$ cat config.mk
export PLATFORM = sky130hd
export DESIGN_NAME = partition_fit_allocator_unit
export DESIGN_NICKNAME = d
export VERILOG_FILES = /design/src/rtl/pfa_pkg.sv /design/src/rtl/pfa_ram.sv /design/src/rtl/partition_fit_allocator_unit.sv
export SDC_FILE = /design/constraint.sdc
export NUM_CORES = 1
export LEC_CHECK = 0
export ABC_AREA = 1
export BUFFER_PORTS_ARGS = -buffer_cell sky130_fd_sc_hd__buf_2
export CAP_MARGIN = 10
export CELL_PAD_IN_SITES_DETAIL_PLACEMENT = 0
export CELL_PAD_IN_SITES_GLOBAL_PLACEMENT = 1
export CORE_MARGIN = 10
export CORE_UTILIZATION = 55
export CTS_BUF_LIST = sky130_fd_sc_hd__clkbuf_4
export DETAILED_ROUTE_END_ITERATION = 8
export PLACE_DENSITY_LB_ADDON = 0.1
export SETUP_SLACK_MARGIN = 0.5
export SLEW_MARGIN = 15
export SYNTH_ARGS = -nofsm -noshare
export SYNTH_HDL_FRONTEND = slang
export SYNTH_HIERARCHICAL = 1
export SYNTH_SLANG_ARGS = --single-unit
$ cat constraint.sdc
create_clock -name clk -period 8.4 [get_ports clk]
set_clock_uncertainty 0.05 [all_clocks]
set_input_delay 1.26 -clock clk [delete_from_list [all_inputs] [get_ports clk]]
set_output_delay 1.26 -clock clk [all_outputs]
set_load 0.03 [all_outputs]
$ cat src/rtl/pfa_pkg.sv
`timescale 1ns / 1ps
// shared types and codes for the partition fit allocator
// no dependencies; used by the top level and the bench
package pfa_pkg;

  // command codes on the action port
  localparam logic [1:0] ACT_LOAD    = 2'd0;
  localparam logic [1:0] ACT_RESTORE = 2'd1;
  localparam logic [1:0] ACT_REQUEST = 2'd2;

  // result codes on the status port
  localparam logic [1:0] ST_DONE  = 2'd0;
  localparam logic [1:0] ST_GRANT = 2'd1;
  localparam logic [1:0] ST_FAIL  = 2'd2;

  // search policies
  localparam logic [1:0] POLICY_FIRST = 2'd0;
  localparam logic [1:0] POLICY_BEST  = 2'd1;
  localparam logic [1:0] POLICY_WORST = 2'd2;

  // configuration register indexes
  localparam logic CFG_FIT_POLICY  = 1'b0;
  localparam logic CFG_BLOCK_COUNT = 1'b1;

  // fixed field widths
  localparam int ACTION_W  = 2;
  localparam int INDEX_W   = 4;
  localparam int FIELD_W   = 16;
  localparam int STATUS_W  = 2;
  localparam int POLICY_W  = 2;
  localparam int COUNT_W   = 5;
  localparam int CFG_W     = 5;

  typedef logic [ACTION_W-1:0] action_t;
  typedef logic [STATUS_W-1:0] status_t;
  typedef logic [POLICY_W-1:0] policy_t;

endpackage

$ cat src/rtl/pfa_ram.sv
`timescale 1ns / 1ps
// generic single-port-write, single-port-read ram with registered read data
// no dependencies
module pfa_ram #(
  parameter int WIDTH = 16,
  parameter int DEPTH = 16
) (
  input  logic                                   clk,
  input  logic                                   we,
  input  logic [((DEPTH > 1) ? $clog2(DEPTH) : 1)-1:0] waddr,
  input  logic [WIDTH-1:0]                       wdata,
  input  logic                                   re,
  input  logic [((DEPTH > 1) ? $clog2(DEPTH) : 1)-1:0] raddr,
  output logic [WIDTH-1:0]                       rdata
);

  logic [WIDTH-1:0] mem [DEPTH];

  // write port
  always_ff @(posedge clk) begin
    if (we) begin
      mem[waddr] <= wdata;
    end
  end

  // registered read port
  always_ff @(posedge clk) begin
    if (re) begin
      rdata <= mem[raddr];
    end
  end

endmodule

$ cat src/rtl/partition_fit_allocator_unit.sv
`timescale 1ns / 1ps
// fixed-partition allocator: first, best or worst fit over stored partition sizes
// depends on pfa_pkg and pfa_ram
// load and restore beats: result strobe in the cycle after start, one beat per cycle while not busy
// request beats: the size ram is read one entry a cycle over L = min(block_count, MAX_BLOCKS)
//   entries; each entry is compared when its registered read data returns, then done is registered
// a request with L of zero answers in the cycle after start; busy is high during the scan only
// synchronous reset: sizes read as zero, all partitions free, first fit, 16 partitions
// results are strobed for one cycle by done; the receiver cannot stall
module partition_fit_allocator_unit #(
  parameter int MAX_BLOCKS = 16,
  parameter int SIZE_BITS  = 16
) (
  input  logic                         clk,
  input  logic                         rst,
  // command channel
  input  logic                         start,
  output logic                         busy,
  input  logic [pfa_pkg::ACTION_W-1:0] action,
  input  logic [pfa_pkg::INDEX_W-1:0]  part_index,
  input  logic [pfa_pkg::FIELD_W-1:0]  part_size,
  input  logic [pfa_pkg::FIELD_W-1:0]  request_size,
  // result channel
  output logic                         done,
  output logic [pfa_pkg::STATUS_W-1:0] status,
  output logic [pfa_pkg::INDEX_W-1:0]  granted_block,
  // configuration port
  input  logic                         cfg_we,
  input  logic                         cfg_index,
  input  logic [pfa_pkg::CFG_W-1:0]    cfg_wdata
);

  localparam int IW = (MAX_BLOCKS > 1) ? $clog2(MAX_BLOCKS) : 1;
  localparam int CW = $clog2(MAX_BLOCKS + 1);

  localparam logic S_IDLE = 1'b0;
  localparam logic S_SCAN = 1'b1;

  logic                  state;
  pfa_pkg::policy_t      fit_policy;
  logic [pfa_pkg::COUNT_W-1:0] block_count;

  logic [MAX_BLOCKS-1:0] used;
  logic [MAX_BLOCKS-1:0] size_valid;

  logic [CW-1:0]         lim;
  logic [CW-1:0]         lim_r;
  logic [SIZE_BITS-1:0]  need_r;
  logic                  issuing;
  logic [IW-1:0]         scan_idx;
  logic                  chk_valid;
  logic [IW-1:0]         chk_idx;

  logic                  pick_found;
  logic [IW-1:0]         pick_idx;
  logic [SIZE_BITS-1:0]  pick_size;

  logic                  accept;
  logic                  load_ok;
  logic                  ram_we;
  logic                  ram_re;
  logic [SIZE_BITS-1:0]  ram_rdata;

  logic [SIZE_BITS-1:0]  sz;
  logic                  fit;
  logic                  take;
  logic                  last;
  logic                  final_found;
  logic [IW-1:0]         final_idx;

  assign busy   = (state == S_SCAN);
  assign accept = start && !busy;

  // partitions searched, capped at the storage depth
  always_comb begin
    if ({27'd0, block_count} >= 32'(MAX_BLOCKS)) begin
      lim = CW'(MAX_BLOCKS);
    end else begin
      lim = CW'(block_count);
    end
  end

  assign load_ok = ({28'd0, part_index} < 32'(MAX_BLOCKS));
  assign ram_we  = accept && (action == pfa_pkg::ACT_LOAD) && load_ok;
  assign ram_re  = issuing;

  // partition size storage
  pfa_ram #(
    .WIDTH (SIZE_BITS),
    .DEPTH (MAX_BLOCKS)
  ) u_size_ram (
    .clk   (clk),
    .we    (ram_we),
    .waddr (IW'(part_index)),
    .wdata (SIZE_BITS'(part_size)),
    .re    (ram_re),
    .raddr (scan_idx),
    .rdata (ram_rdata)
  );

  // evaluate the entry whose read data has just come back
  always_comb begin
    sz   = size_valid[chk_idx] ? ram_rdata : '0;
    fit  = chk_valid && !used[chk_idx] && (sz >= need_r);
    take = fit && (!pick_found
           || ((fit_policy == pfa_pkg::POLICY_BEST) && (sz < pick_size))
           || ((fit_policy == pfa_pkg::POLICY_WORST) && (sz > pick_size)));
    last = chk_valid && (CW'(chk_idx) == (lim_r - CW'(1)));
    final_found = pick_found || take;
    final_idx   = take ? chk_idx : pick_idx;
  end

  // configuration registers
  always_ff @(posedge clk) begin
    if (rst) begin
      fit_policy  <= pfa_pkg::POLICY_FIRST;
      block_count <= pfa_pkg::COUNT_W'(16);
    end else if (cfg_we) begin
      case (cfg_index)
        pfa_pkg::CFG_FIT_POLICY:  fit_policy  <= cfg_wdata[pfa_pkg::POLICY_W-1:0];
        pfa_pkg::CFG_BLOCK_COUNT: block_count <= cfg_wdata[pfa_pkg::COUNT_W-1:0];
        default: ;
      endcase
    end
  end

  // control: sequencer, scan flags, partition flags and result strobe
  always_ff @(posedge clk) begin
    if (rst) begin
      state      <= S_IDLE;
      issuing    <= 1'b0;
      chk_valid  <= 1'b0;
      pick_found <= 1'b0;
      done       <= 1'b0;
      used       <= '0;
      size_valid <= '0;
    end else begin
      done <= 1'b0;
      case (state)
        S_IDLE: begin
          if (accept) begin
            case (action)
              pfa_pkg::ACT_LOAD: begin
                done <= 1'b1;
                if (load_ok) begin
                  size_valid[IW'(part_index)] <= 1'b1;
                end
              end
              pfa_pkg::ACT_RESTORE: begin
                done <= 1'b1;
                used <= '0;
              end
              pfa_pkg::ACT_REQUEST: begin
                if (lim == '0) begin
                  done <= 1'b1;
                end else begin
                  state      <= S_SCAN;
                  issuing    <= 1'b1;
                  pick_found <= 1'b0;
                end
              end
              default: begin
                done <= 1'b1;
              end
            endcase
          end
        end
        S_SCAN: begin
          // read side: one address a cycle
          chk_valid <= issuing;
          if (issuing && (CW'(scan_idx) == (lim_r - CW'(1)))) begin
            issuing <= 1'b0;
          end
          // compare side
          pick_found <= final_found;
          if (last) begin
            state     <= S_IDLE;
            chk_valid <= 1'b0;
            done      <= 1'b1;
            if (final_found) begin
              used[final_idx] <= 1'b1;
            end
          end
        end
        default: begin
          state <= S_IDLE;
        end
      endcase
    end
  end

  // scan payload registers
  always_ff @(posedge clk) begin
    if (accept) begin
      lim_r    <= lim;
      need_r   <= SIZE_BITS'(request_size);
      scan_idx <= '0;
    end else if (issuing) begin
      scan_idx <= scan_idx + IW'(1);
    end
    if (issuing) begin
      chk_idx <= scan_idx;
    end
    if (take) begin
      pick_idx  <= chk_idx;
      pick_size <= sz;
    end
  end

  // result payload
  always_ff @(posedge clk) begin
    if (accept && (state == S_IDLE)) begin
      status        <= (action == pfa_pkg::ACT_REQUEST) ? pfa_pkg::ST_FAIL : pfa_pkg::ST_DONE;
      granted_block <= '0;
    end else if (last) begin
      status        <= final_found ? pfa_pkg::ST_GRANT : pfa_pkg::ST_FAIL;
      granted_block <= final_found ? pfa_pkg::INDEX_W'(final_idx) : '0;
    end
  end

`ifndef NO_ASSERTIONS
  // a refused or plain beat never carries a partition index
  a_grant_idx_zero: assert property (@(posedge clk) disable iff (rst)
    (done && (status != pfa_pkg::ST_GRANT)) |-> (granted_block == '0))
    else $error("granted_block set on a non-grant result");

  // every accepted beat either answers next cycle or starts a scan
  a_accept_moves: assert property (@(posedge clk) disable iff (rst)
    accept |=> (done || busy))
    else $error("accepted beat neither answered nor scanning");

  // no result strobe while a scan is running
  a_no_done_in_scan: assert property (@(posedge clk) disable iff (rst)
    (state == S_SCAN) |-> !done)
    else $error("result strobe during scan");

  // checked entries stay inside the searched range
  a_chk_in_range: assert property (@(posedge clk) disable iff (rst)
    chk_valid |-> (CW'(chk_idx) < lim_r))
    else $error("scan index beyond partition count");
`endif

endmodule

==> impl_metrics.ini, run 1 <==
[die]
core_um2 = 29600
chipHeight_um = 193
rows = 63
dieArea_um2 = 37300
io_pins = 56
die_w_um = 193
initial_utilization_pct = 55.7

[timing]
worst_pin_slew_ps = 1140
fin_crit_ps = 4270
slew_headroom_pct = 23.9
worst_slack_ps = 4130
hold_viol_final = 0
period_share_pct = 50.8
slew_viol_final = 0
clock.fmax_mhz = 234
fin_setup_tns_ps = 0
rsz0062_at_grt = no
setup_viol = 0

[min_path]
hp-start = block_count[1]$_SDFFE_PP0P_
hold_path_depth = 2
holdPathEnd = block_count[1]$_SDFFE_PP0P_
hold_path.class = reg -> reg

[critical_path]
critPathSlowestCell = edfxtp_1
path_class = reg -> reg
crit_top_cell = nand3_1
r2r_start = chk_idx[0]$_DFFE_PP_
reg2reg_depth = 17
cp-start-kind = flip-flop
path_cells = inv_4 -> nand2_1 -> nand3_1 -> nand3_1 -> nand3_1 -> nand2_2 -> inv_1 -> nor2_1 -> ha_1 -> a21oi_1 -> nor2_1 -> a211oi_1 -> o221a_2 -> nand3_2 -> nand3_4 -> nand2_4 -> inv_1
slowest_delay_ps = 740
crit_arrival_ps = 4550
critPathBufInv = 3
critPathCaptureType = flip-flop
critPathTopFamily = simple AND/OR/NAND/NOR gates
r2r-end = pick_size[4]$_DFFE_PN_
crit_fanout = 19
critPathRequiredTime_ps = 8680
r2r_slack_ps = 4130

[pwr]
power_density_nw_per_um2 = 211
leakage_nw = 7.90
ir_drop_v = 0.000158

[status]
outcome = complete, no violations

[clocking]
clkLatencyLatePin_ps = 750
cts_tree = built
cts_resized = 0
h-tree-depth = 3
post_cts_buffers = 0
cts_sinks = 371
hold_buffers = 0
clkTransAtPathRegs_ps = 60
cts-root-buf = clkbuf_4
cts_buffers = 96
clockBufferDepth = 3

[routing]
drt_pre_antenna_iters = 5
vias = 11600
drt_wl_total_mm = 40.5
drt_iter0_markers = 839
drc_errors = 0
ant_nets = 0
via_per_inst = 5.20
wl_per_cell_um = 18.1

[placement]
place_inst = 2064
port-buffer-count = 55
dpl.hpwl_mm = 25.0
gp_congestion = 0.827
dp_slack_ps = 4160

[logic_synthesis]
synth_area_um2 = 16500
synthDistinctLibCells = 41
seq_area_frac_synth_pct = 64.1
synth_area_per_cell_um2 = 9.87
ys_warn_count = 6
async_flop_share_pct = 0
synth_edf_count = 315
synthCells = 1672
synth_seq_cells = 371
ys.flop_type = edfxtp_1
syn_nets = 1752

[layout]
layout_commonest_cell = nand2_1
nets = 1852
final_cell_mix = nand2_1, edfxtp_1, inv_1
area_growth_pct = 10.5
fin_cells = 2235
drive_gt1_share_pct = 14.3

[flow_run]
maxCapViolations = 0

[global_route]
grt_pass1_vias = 11200
antenna_found_initial = 2
track_usage_pct = 21.2
grt_max_degree = 98
grt_pass1_wl_mm = 62.7
grt_overflow = 0
cells in the mapped netlist, drive strengths merged, types with 2 or more instances:
| cell type | n | area, um2 |
|---|---|---|
| nand3b | 2 | 15.0 |
| a211oi | 3 | 22.5 |
| o211ai | 2 | 15.0 |
| nand3 | 238 | 1220 |
| dfxtp | 56 | 1120 |
| a21oi | 44 | 220 |
| nor2 | 102 | 385 |
| clkbuf | 17 | 63.8 |
| o21ai | 25 | 125 |
| nor3 | 7 | 35.0 |
| nand4 | 16 | 100 |
| nand2 | 433 | 1670 |
| edfxtp | 315 | 9460 |
| o22ai | 3 | 18.8 |
| inv | 313 | 1180 |
| buf | 45 | 294 |
| xor2 | 6 | 52.6 |
| ha | 32 | 400 |
| o221a | 2 | 22.5 |
worst max path at each step:
stage / to / from / cells past startpoint
after floorplan: pick_size[0]$_DFFE_PN_ / chk_idx[0]$_DFFE_PP_ / 19
after global placement: pick_size[12]$_DFFE_PN_ / chk_idx[0]$_DFFE_PP_ / 17
after detailed placement: pick_size[8]$_DFFE_PN_ / chk_idx[0]$_DFFE_PP_ / 17
after CTS: pick_size[4]$_DFFE_PN_ / chk_idx[0]$_DFFE_PP_ / 17
after global routing: pick_size[4]$_DFFE_PN_ / chk_idx[0]$_DFFE_PP_ / 17
final: pick_size[4]$_DFFE_PN_ / chk_idx[0]$_DFFE_PP_ / 17
cell type report:
class,instances,area [um2]
repair buffers,64,343
multi-input cells,925,4430
diodes,1,2.50
clock buffers,142,1070
flip-flops and latches,371,10600
well taps,390,488
clock inverters,28,149
inverters,314,1180
fillers,2636,11400
registers in the layout, summed over array words and instances, names as in the netlist:
| name | flops |
|---|---|
| chk_valid | 1 |
| busy | 1 |
| size_valid | 16 |
| need_r | 16 |
| fit_policy | 2 |
| u_size_ram/mem | 256 |
| granted_block | 4 |
| u_size_ram/rdata | 16 |
| pick_found | 1 |
| pick_size | 16 |
| scan_idx | 4 |
| chk_idx | 4 |
| status | 2 |
| done | 1 |
| used | 16 |
| block_count | 5 |
| pick_idx | 4 |
| lim_r | 5 |
| issuing | 1 |
kinds of logic after synthesis:
kind of cell / share of synthesized area (%)
xor+xnor: 0.371
simple gates: 20.9
buf+inv: 9.33
flops: 64.1
compound gates: 2.92
fa+ha+maj: 2.43
worst min-delay path, stage by stage (launching register included):
cell     delay (ps)
dfxtp_1         290
inv_1            60
a21oi_1          50
report_power, final:
part           internal, mW  switching, mW
logic                0.0751          0.203
clock network         0.805          0.730
registers              2.02         0.0226
total                  2.90          0.955
stage by stage:
step | util, % | instance area [um2] | power (mW) | hold slack [ps]
2_1_floorplan | - | 16500 | 2.25 | 377
3_3_place_gp | 57.5 | 17000 | 2.36 | 394
3_5_place_dp | 57.5 | 17000 | 2.36 | 397
4_1_cts | 61.6 | 18200 | 3.90 | 406
5_1_grt | 61.6 | 18300 | 4.04 | 429
6_report | 61.6 | 18300 | 3.86 | 406
metal layers:
metal | GRT usage, % | vias up | wire length (um)
met5 | 0 | - | 0
met4 | 9.01 | 0 | 1180
met3 | 4.08 | 72 | 1900
met2 | 36.0 | 322 | 20200
met1 | 25.7 | 5517 | 17200
li1 | - | 5704 | -
Note: power is estimated with default switching activity, not from simulation.
==> run 2, diff against run 1 <==
--- a/config.mk
+++ b/config.mk
@@ -11,7 +11,7 @@
 export CELL_PAD_IN_SITES_DETAIL_PLACEMENT = 0
 export CELL_PAD_IN_SITES_GLOBAL_PLACEMENT = 1
 export CORE_MARGIN = 10
-export CORE_UTILIZATION = 55
+export CORE_UTILIZATION = 46
 export CTS_BUF_LIST = sky130_fd_sc_hd__clkbuf_4
 export DETAILED_ROUTE_END_ITERATION = 8
 export PLACE_DENSITY_LB_ADDON = 0.1
==> constraint.sdc (replaced) <==
create_clock -name clk -period 3.8 [get_ports clk]
set_clock_uncertainty 0.05 [all_clocks]
set_input_delay 0.57 -clock clk [delete_from_list [all_inputs] [get_ports clk]]
set_output_delay 0.57 -clock clk [all_outputs]
set_load 0.03 [all_outputs]
==> impl_metrics.ini, run 2 (synthesized netlist as in run 1, its figures left out) <==
[pwr]
power.internal_mw = 6.60
power_density_nw_per_um2 = 445
leakage_nw = 8.32
switching_share_pct = 23.8
clock_power_share_pct = 40.3
p_sw_mw = 2.06
ir_drop_v = 0.000266
p_total_mw = 8.66
combPwrFrac_pct = 7.8
seqPwrFrac_pct = 51.9

[min_path]
hold_path.class = in -> reg
holdPathEnd = size_valid[14]$_SDFFE_PP0P_
hold_path_depth = 3
hp-start = part_index[1]

[layout]
drive_gt1_share_pct = 19.4
final_cell_mix = nand2_1, edfxtp_1, inv_1
max_flop_register = u_size_ram/mem
final.fill_count = 3250
nets = 1923
layout_commonest_cell = nand2_1
stdcell_area_um2 = 19400
multiInputGateArea_um2 = 4790
largest_reg_flops = 256
area_growth_pct = 17.8
fin_cells = 2376
seq_area_um2 = 10600
postLayoutCoreUtil_pct = 54.8

[routing]
vias = 11700
wl_per_cell_um = 17.3
via_per_inst = 4.92
drt_wl_total_mm = 41.0
ant_nets = 0
drt_pre_antenna_iters = 5
drc_errors = 0
drt_iter0_markers = 628

[global_route]
track_usage_pct = 18.5
grt_pass1_wl_mm = 63.5
grt_pass1_vias = 11500
grt_overflow = 0
busiest_layer = met2
antenna_found_initial = 4
grt_use_met3_pct = 4.42
grt_use_met2_pct = 31.3
grt_max_degree = 73
use_met1_pct = 22.5

[critical_path]
cp-start-kind = flip-flop
crit_arrival_ps = 4140
critPathRequiredTime_ps = 4430
crit_fanout = 8
r2r-end = used[13]$_SDFFE_PP0P_
r2r_slack_ps = 290
critPathCaptureType = flip-flop
reg2reg_depth = 24
r2r_start = chk_idx[0]$_DFFE_PP_
path_class = reg -> reg

[flow_run]
maxCapViolations = 0

[timing]
hold_viol_final = 0
hold_slack_ps = 92.2
slew_headroom_pct = 20.6
worst_slack_ps = 288
worst_pin_slew_ps = 1190
period_share_pct = 92.4
fin_crit_ps = 3510
fin_setup_tns_ps = 0
slew_viol_final = 0
rsz0062_at_grt = yes
clock.fmax_mhz = 285
setup_viol = 0

[placement]
place_inst = 2162
placed_cell_area_um2 = 17400
dpl.hpwl_mm = 23.7
gp_congestion = 0.812
dp_slack_ps = -134
port-buffer-count = 55

[die]
dieArea_um2 = 43900
initial_utilization_pct = 46.5
rows = 69
die_w_um = 209
io_pins = 56
core_um2 = 35500
chipHeight_um = 209

[clocking]
cts-root-buf = clkbuf_4
clkLatencyLatePin_ps = 780
h-tree-depth = 3
clkTransAtPathRegs_ps = 70
cts_tree = built
cts_buffers = 97
cts_sinks = 371
clockBufferDepth = 3

[status]
outcome = complete, no violations
[run 2: changes by cell type in the layout (fill, tap and decap cells not counted), sizes merged]
| cell | before | now |
|---|---|---|
| diode | 1 | 3 |
| clkinvlp | 0 | 3 |
| clkbuf | 142 | 158 |
| buf | 64 | 110 |
| inv | 316 | 309 |
| clkinv | 25 | 12 |
| dlygate4sd3 | 0 | 23 |
[run 2: what timing repair did]
action                                 CTS  global route
resized for setup                       21            60
cloned                                   0             1
endpoints found under the hold margin   22             0
setup endpoints to repair               43            43
pin swaps                               12            20
hold buffers                            23             0
setup buffers                           12             7
[run 2: worst max-delay path by stage]
| stage | slack [ps] | from | to |
|---|---|---|---|
| floorplan | 600 | chk_idx[0]$_DFFE_PP_ | pick_size[0]$_DFFE_PN_ |
| global placement | -60 | chk_idx[0]$_DFFE_PP_ | used[10]$_SDFFE_PP0P_ |
| detailed placement | -130 | chk_idx[0]$_DFFE_PP_ | used[10]$_SDFFE_PP0P_ |
| CTS | 310 | chk_idx[0]$_DFFE_PP_ | used[13]$_SDFFE_PP0P_ |
| global route | 50 | chk_idx[0]$_DFFE_PP_ | used[4]$_SDFFE_PP0P_ |
| finish | 290 | chk_idx[0]$_DFFE_PP_ | used[13]$_SDFFE_PP0P_ |
[run 2: cell type report]
class / instances / share of cell area (%)
sequential: 371 / 54.4
clock buffer: 157 / 6.06
antenna: 3 / 0.0386
multi-input combinational: 925 / 24.7
tap: 461 / 2.97
timing repair buffer: 134 / 5.23
clock inverter: 11 / 0.393
inverter: 314 / 6.22
[run 2: power by group through the flow]
| stage | clock network, mW | logic [mW] | registers (mW) |
|---|---|---|---|
| 2_1_floorplan | 0 | 0.400 | 4.58 |
| 3_3_place_gp | 0 | 0.608 | 4.58 |
| 3_5_place_dp | 0 | 0.614 | 4.58 |
| 4_1_cts | 3.61 | 0.654 | 4.49 |
| 5_1_grt | 3.81 | 0.762 | 4.50 |
| 6_report | 3.49 | 0.679 | 4.50 |
[run 2: per-layer routing]
layer	vias to the layer above	part of all wire [%]	wire length, um
li1	5847	-	-
met4	2	2.3	930
met3	82	4.8	1960
met2	248	49	20200
met1	5502	44	17900
met5	-	0.032	13
[run 2: critical path, cell delays in order, from the launching register on]
cell and delay, ps:
edfxtp_1 420, buf_6 160, nand2_1 80, nand3_2 80
nand3_2 80, nand3_2 100, nand2_4 100, clkinvlp_4 130
buf_12 170, nor2_4 120, ha_4 220, a21oi_2 150
nor2_1 60, a211oi_2 200, o221a_2 310, nand2_2 70
nand2_2 70, nand3_4 140, nand2_8 130, nand2_1 80
nand2_2 140, nand3_2 120, nor2_1 130, nor2_1 50
nor2_1 70
